--- src/sv/rhf_pkg.sv ---
// ---------------------------------------------------------------------------
// rhf_pkg
// Types and fixed constants of the remap hole filling unit.
// ---------------------------------------------------------------------------
`default_nettype none

package rhf_pkg;

   localparam int CSR_INDEX_BITS = 4;
   localparam int CSR_DATA_BITS  = 12;
   localparam int HOLE_BITS      = 24;
   localparam int CNT_BITS       = 4;
   localparam int NBR_COUNT      = 8;
   localparam int WIN_CELLS      = 9;
   localparam int CENTRE_CELL    = 4;

   localparam logic [CSR_INDEX_BITS-1:0] CSR_FRAME_WIDTH  = CSR_INDEX_BITS'(0);
   localparam logic [CSR_INDEX_BITS-1:0] CSR_FRAME_HEIGHT = CSR_INDEX_BITS'(1);

   localparam logic [CSR_DATA_BITS-1:0] FRAME_WIDTH_RESET  = CSR_DATA_BITS'(1032);
   localparam logic [CSR_DATA_BITS-1:0] FRAME_HEIGHT_RESET = CSR_DATA_BITS'(778);

   typedef enum logic [2:0] {
      ST_IDLE,
      ST_SHIFT,
      ST_SUM,
      ST_MUL,
      ST_OUT
   } state_type;

   typedef struct packed {
      logic rd_en;
      logic shift_en;
   } lb_ctrl_type;

   typedef struct packed {
      logic                 sum_en;
      logic                 mul_en;
      logic [NBR_COUNT-1:0] in_frame;
   } lane_ctrl_type;

   // Window cell of neighbour j, skipping the centre.
   function automatic int nbr_cell(input int j);
      return (j < CENTRE_CELL) ? j : j + 1;
   endfunction

endpackage

`default_nettype wire

--- src/sv/rhf_fill_lane.sv ---
// ---------------------------------------------------------------------------
// rhf_fill_lane
// Neighbour sum, count and reciprocal division for one coordinate.
// ---------------------------------------------------------------------------
`default_nettype none

module rhf_fill_lane #(
   parameter int COORD_BITS = 12
) (
   input  logic                         clock,
   input  rhf_pkg::lane_ctrl_type       ctrl,
   input  logic signed [COORD_BITS-1:0] window [0:rhf_pkg::WIN_CELLS-1],
   output logic signed [COORD_BITS-1:0] filled,
   output logic                         unfilled
);
   import rhf_pkg::*;

   localparam int SUM_BITS   = COORD_BITS + 2;
   localparam int SHIFT      = SUM_BITS + 3;
   localparam int RECIP_BITS = SHIFT + 1;
   localparam int PROD_BITS  = SUM_BITS + RECIP_BITS;

   localparam logic [RECIP_BITS-1:0] RECIP_1 = RECIP_BITS'(2**SHIFT);
   localparam logic [RECIP_BITS-1:0] RECIP_2 = RECIP_BITS'((2**SHIFT + 1) / 2);
   localparam logic [RECIP_BITS-1:0] RECIP_3 = RECIP_BITS'((2**SHIFT + 2) / 3);
   localparam logic [RECIP_BITS-1:0] RECIP_4 = RECIP_BITS'((2**SHIFT + 3) / 4);
   localparam logic [RECIP_BITS-1:0] RECIP_5 = RECIP_BITS'((2**SHIFT + 4) / 5);
   localparam logic [RECIP_BITS-1:0] RECIP_6 = RECIP_BITS'((2**SHIFT + 5) / 6);
   localparam logic [RECIP_BITS-1:0] RECIP_7 = RECIP_BITS'((2**SHIFT + 6) / 7);
   localparam logic [RECIP_BITS-1:0] RECIP_8 = RECIP_BITS'((2**SHIFT + 7) / 8);

   logic [SUM_BITS-1:0]          sum_in;
   logic [CNT_BITS-1:0]          cnt_in;
   logic [SUM_BITS-1:0]          sum_ff;
   logic [CNT_BITS-1:0]          cnt_ff;
   logic signed [COORD_BITS-1:0] centre_ff;
   logic [RECIP_BITS-1:0]        recip;
   logic [PROD_BITS-1:0]         prod_ff;

   always_comb begin
      sum_in = '0;
      cnt_in = '0;
      for (int j = 0; j < NBR_COUNT; j++) begin
         if (ctrl.in_frame[j] && !window[nbr_cell(j)][COORD_BITS-1]) begin
            sum_in = sum_in + SUM_BITS'(window[nbr_cell(j)][COORD_BITS-2:0]);
            cnt_in = cnt_in + CNT_BITS'(1);
         end
      end
   end

   always_ff @(posedge clock) begin
      if (ctrl.sum_en) begin
         sum_ff    <= sum_in;
         cnt_ff    <= cnt_in;
         centre_ff <= window[CENTRE_CELL];
      end
   end

   always_comb begin
      unique case (cnt_ff)
         CNT_BITS'(2): recip = RECIP_2;
         CNT_BITS'(3): recip = RECIP_3;
         CNT_BITS'(4): recip = RECIP_4;
         CNT_BITS'(5): recip = RECIP_5;
         CNT_BITS'(6): recip = RECIP_6;
         CNT_BITS'(7): recip = RECIP_7;
         CNT_BITS'(8): recip = RECIP_8;
         default:      recip = RECIP_1;
      endcase
   end

   always_ff @(posedge clock) begin
      if (ctrl.mul_en) begin
         prod_ff <= PROD_BITS'(sum_ff) * PROD_BITS'(recip);
      end
   end

   always_comb begin
      unfilled = centre_ff[COORD_BITS-1] && (cnt_ff == '0);
      if (!centre_ff[COORD_BITS-1] || (cnt_ff == '0)) begin
         filled = centre_ff;
      end else begin
         filled = signed'(prod_ff[SHIFT +: COORD_BITS]);
      end
   end

endmodule

`default_nettype wire

--- config.mk ---
export PLATFORM = sky130hd
export DESIGN_NAME = rhf_fill_lane
export DESIGN_NICKNAME = d
export VERILOG_FILES = /design/src/sv/rhf_pkg.sv /design/src/sv/rhf_fill_lane.sv
export SDC_FILE = /design/constraint.sdc
export NUM_CORES = 1
export LEC_CHECK = 0
export ABC_AREA = 1
export BUFFER_PORTS_ARGS = -buffer_cell sky130_fd_sc_hd__buf_2
export CAP_MARGIN = 20
export CORE_MARGIN = 10
export CORE_UTILIZATION = 68
export CTS_CLUSTER_DIAMETER = 120
export DETAILED_ROUTE_END_ITERATION = 12
export GPL_TIMING_DRIVEN = 0
export PLACE_DENSITY = 0.9
export SYNTH_ARGS = -nofsm -noshare
export SYNTH_HDL_FRONTEND = slang
export SYNTH_SLANG_ARGS = --single-unit
--- constraint.sdc ---
create_clock -name clock -period 23.9 [get_ports clock]
set_input_delay 3.585 -clock clock [delete_from_list [all_inputs] [get_ports clock]]
set_output_delay 3.585 -clock clock [all_outputs]
set_load 0.01 [all_outputs]
==> flow_metrics.py <==
metrics = {
    "min_path": {
        "timing.hold.worst.class": "reg2reg",
    },
    "grt": {
        "largest_net_degree_at_the_start_of_global_routing": 31,
        "first_global_vias": 13629,
        "grtUsageTotal_pct": 31.47,
        "grt_antenna_before_repair": 0,
        "grt-ovfl-total": 0,
        "grt_first_pass_wirelength_mm": 67.41,
    },
    "power_and_ir_drop": {
        "worst_case_vdd_ir_drop_uv": 73.05,
        "cellLeakagePower_nw": 8.221,
        "power.density_mw_per_mm2": 86.43,
        "finalPower_w": 0.001310,
    },
    "timing": {
        "worst-slew-pin-transition_ns": 0.8056,
        "final-max-slew-violation-count": 0,
        "grt_setup_unrepaired": "false",
        "timing.final.hold_violations": 0,
        "slew-limit-headroom_pct": 46.10,
        "period_utilization_pct": 55.78,
        "final-setup-viol-count": 0,
        "min_period_ns": 13.33,
        "max_freq_mhz": 75.01,
        "minimum_hold_slack_ns": 1.148,
        "worst_clk_skew_ns": 0.007827,
        "final_total_negative_setup_slack_ns": 0,
    },
    "final_layout": {
        "syn2layout_area_growth_pct": 8.286,
        "fillers": 1626,
        "design.final.nets": 2523,
        "layout-drive-gt1-share_pct": 10.14,
        "regArea_sq_mm": 0.001261,
        "finalCoreUtilization_pct": 74.91,
        "antenna_cells": 0,
        "multi_input_comb_area_sq_mm": 0.01106,
        "fin_area_sq_mm": 0.01516,
    },
    "cts": {
        "cts_root_buffer": "sky130_fd_sc_hd__clkbuf_16",
        "clock_insertion_delay_worst_skew_ns": 0.28,
        "cts_inserted_buffers": 5,
        "cts_setup_buffers": 0,
        "tritoncts": "built",
        "ctsResizeCount": 0,
        "cts.sinks": 42,
        "cts_hold_repair.buffers": 0,
        "clk_path_buf_depth": 2,
        "cts-htree-levels": 2,
        "path_clk_slew_ns": 0.06,
    },
    "die": {
        "io_pins": 132,
        "effective_utilization_at_floorplan_pct": 69.18,
        "fp.dieArea_sq_mm": 0.02672,
        "die_h_um": 163.5,
        "rows": 52,
        "floorplan.die.width_um": 163.5,
        "design.core.area_sq_mm": 0.02023,
    },
    "critical_path": {
        "worstSetupStartpointType": "primary input",
        "critical_path.max_fanout": 10,
        "timing.reg2reg.worst_path_depth": 27,
        "crit_path_frequent_cell": "sky130_fd_sc_hd__nand2_1",
        "worst_ep_arrival_time_ns": 13.37,
        "crit-reg2reg-capture": "prod_ff[27]$_DFFE_PP_",
        "reg2reg_slack_ns": 16.31,
        "reg2reg_from": "cnt_ff[0]$_DFFE_PP_",
        "critPathLaunch": "ctrl[0]",
        "max_stage_delay_ns": 0.58,
        "timing_worst_setup_path_type": "in2reg",
        "library_cell_contributing_the_largest_single_delay_on_the_critical_path": "sky130_fd_sc_hd__o21ai_0",
        "critPathCaptureType": "flop",
        "worstPathRequired_ns": 23.94,
        "endpoint": "sum_ff[13]$_DFFE_PP_",
    },
    "logic_synthesis": {
        "yosysTopAreaCell": "sky130_fd_sc_hd__fa_1",
        "synth.ff_latch_count": 42,
        "synthesis.area_sq_mm": 0.01400,
        "syn-instance-count": 1913,
        "top_flip_flop_cell_by_instance_count_after_synthesis": "sky130_fd_sc_hd__edfxtp_1",
        "ys_async_sr_fraction_pct": 0,
        "synth_warnings": 0,
        "synth.avg_cell_area_sq_um": 7.317,
        "netlist_top_cells_area": "sky130_fd_sc_hd__fa_1, sky130_fd_sc_hd__ha_1, sky130_fd_sc_hd__nand2_1",
        "ys_types": 48,
        "synth_sequential_area_ratio_pct": 9.010,
        "number_of_enable_flip_flop_cells_after_synthesis": 42,
        "yosys.area.top_type_share_pct": 27.60,
        "synth_nets": 2385,
    },
    "flow_run": {
        "drv.max_cap_violation_count": 0,
    },
    "routing": {
        "drcViolationCount": 0,
        "dr.first_iter.drc_count": 1218,
        "finalWirelength_mm": 41.52,
        "route.detailed.wl_per_inst_um": 17.88,
        "first_pass_iters": 6,
        "detailroute.via_count": 13199,
        "antenna_left": 0,
        "drt-vias-per-instance": 5.684,
    },
    "placed_design": {
        "io_buffer_count": 131,
        "detailed_place.area_sq_mm": 0.01499,
        "place.detailed.hpwl_mm": 35.79,
        "gp_routability_congestion": 1.010,
    },
    "run_status": {
        "status": "complete, no violations",
    },
}
Yosys cell counts (4+ instances only):
| cell type | number |
|---|---|
| sky130_fd_sc_hd__nand2_1 | 416 |
| sky130_fd_sc_hd__inv_1 | 399 |
| sky130_fd_sc_hd__nor2_1 | 202 |
| sky130_fd_sc_hd__fa_1 | 193 |
| sky130_fd_sc_hd__ha_1 | 160 |
| sky130_fd_sc_hd__a21oi_1 | 90 |
| sky130_fd_sc_hd__nand3_1 | 86 |
| sky130_fd_sc_hd__o21ai_0 | 52 |
| sky130_fd_sc_hd__xor2_1 | 46 |
| sky130_fd_sc_hd__edfxtp_1 | 42 |
| sky130_fd_sc_hd__xnor2_1 | 21 |
| sky130_fd_sc_hd__clkbuf_1 | 17 |
| sky130_fd_sc_hd__o21ai_1 | 17 |
| sky130_fd_sc_hd__nand2_2 | 14 |
| sky130_fd_sc_hd__nand4_1 | 14 |
| sky130_fd_sc_hd__a31oi_1 | 11 |
| sky130_fd_sc_hd__or2_2 | 10 |
| sky130_fd_sc_hd__nor3_1 | 9 |
| sky130_fd_sc_hd__buf_2 | 8 |
| sky130_fd_sc_hd__inv_2 | 8 |
| sky130_fd_sc_hd__o21ai_2 | 8 |
| sky130_fd_sc_hd__nand3_2 | 7 |
| sky130_fd_sc_hd__buf_1 | 6 |
| sky130_fd_sc_hd__clkinv_1 | 6 |
| sky130_fd_sc_hd__o21bai_1 | 6 |
| sky130_fd_sc_hd__a21o_1 | 5 |
| sky130_fd_sc_hd__and2_1 | 5 |
| sky130_fd_sc_hd__o2111ai_1 | 5 |
| sky130_fd_sc_hd__o211ai_1 | 5 |
| sky130_fd_sc_hd__o21a_1 | 5 |
| sky130_fd_sc_hd__a211oi_1 | 4 |
| sky130_fd_sc_hd__a21boi_1 | 4 |
| sky130_fd_sc_hd__nand2_4 | 4 |
| sky130_fd_sc_hd__nor2_2 | 4 |
| sky130_fd_sc_hd__o31ai_1 | 4 |
registers in the layout (all words and copies together) (netlist names):
| register | flops |
|---|---|
| centre_ff | 12 |
| cnt_ff | 4 |
| prod_ff | 12 |
| sum_ff | 14 |
worst min-delay path by stage:
| stage | startpoint | end | slack [ns] | cells past startpoint |
|---|---|---|---|---|
| 2_1_floorplan | sum_ff[11]$_DFFE_PP_ | prod_ff[28]$_DFFE_PP_ | 0.96 | 5 |
| 3_3_place_gp | sum_ff[11]$_DFFE_PP_ | prod_ff[28]$_DFFE_PP_ | 1.10 | 5 |
| 3_5_place_dp | sum_ff[11]$_DFFE_PP_ | prod_ff[28]$_DFFE_PP_ | 1.11 | 5 |
| 4_1_cts | sum_ff[11]$_DFFE_PP_ | prod_ff[28]$_DFFE_PP_ | 1.14 | 5 |
| 5_1_grt | sum_ff[11]$_DFFE_PP_ | prod_ff[28]$_DFFE_PP_ | 1.19 | 5 |
| 6_report | sum_ff[11]$_DFFE_PP_ | prod_ff[28]$_DFFE_PP_ | 1.15 | 5 |
metal layers:
metal	GRT usage [%]	part of all wire [%]	up-vias
met4	11.13	4.0	0
met1	40.64	41	6263
met2	52.77	47	601
met3	4.606	8.5	111
li1	-	-	6224
met5	0	0	-
cell families (layout without fill, tap and decap cells):
logic type / count (synthesis) / in the layout / share of synthesized area [%]
AO/OA/AOI/OAI: 225 / 225 / 9.279
XOR/XNOR: 67 / 67 / 4.192
adder cells (fa/ha/maj): 353 / 353 / 41.91
buffers and inverters: 444 / 583 / 11.98
flip-flops: 42 / 42 / 9.010
AND/OR/NAND/NOR: 782 / 782 / 23.63
cell usage in the layout, fill, tap and decap left out, types with 6 or more instances in the layout:
cell                       instances
sky130_fd_sc_hd__a21oi_1          90
sky130_fd_sc_hd__a31oi_1          11
sky130_fd_sc_hd__buf_1             6
sky130_fd_sc_hd__buf_2           139
sky130_fd_sc_hd__clkbuf_1         18
sky130_fd_sc_hd__clkinv_1          6
sky130_fd_sc_hd__edfxtp_1         42
sky130_fd_sc_hd__fa_1            193
sky130_fd_sc_hd__ha_1            160
sky130_fd_sc_hd__inv_1           399
sky130_fd_sc_hd__inv_2             8
sky130_fd_sc_hd__nand2_1         416
sky130_fd_sc_hd__nand2_2          14
sky130_fd_sc_hd__nand3_1          86
sky130_fd_sc_hd__nand3_2           7
sky130_fd_sc_hd__nand4_1          14
sky130_fd_sc_hd__nor2_1          202
sky130_fd_sc_hd__nor3_1            9
sky130_fd_sc_hd__o21ai_0          52
sky130_fd_sc_hd__o21ai_1          17
sky130_fd_sc_hd__o21ai_2           8
sky130_fd_sc_hd__o21bai_1          6
sky130_fd_sc_hd__or2_2            10
sky130_fd_sc_hd__xnor2_1          21
sky130_fd_sc_hd__xor2_1           46
cell type report:
type,count,share of cell area (%)
Timing Repair Buffer,131,4.326
Inverter,413,10.23
Clock buffer,6,0.8503
Multi-Input combinational cell,1427,72.97
Buffer,31,0.8337
Clock inverter,2,0.2476
Sequential cell,42,8.321
Tap cell,270,2.229
power breakdown:
| group | switching (W) | internal [W] | leakage, nW |
|---|---|---|---|
| sequential | 0.0000111 | 0.000123 | 0.411 |
| clock | 0.0000266 | 0.0000493 | 0.0771 |
| combinational | 0.000706 | 0.000393 | 7.73 |
critical path: cells and delay by family:
family | cells | cell delay, ns
AOI/OAI and AO/OA | 10 | 2.21
xor gates and xnor gates | 4 | 0.65
adders and majority gates | 8 | 2.82
buffers and inverters | 12 | 1.05
and+or+nand+nor | 29 | 3.03
per-stage QoR:
stage | setup WS, ns | instances
final | 10.57 | 2322
after global routing | 9.554 | 2322
after CTS | 10.75 | 2322
after detailed placement | 10.50 | 2314
after global placement | 10.74 | 2314
after floorplan | 12.18 | 1913
Power figures use the tool's default switching activity.
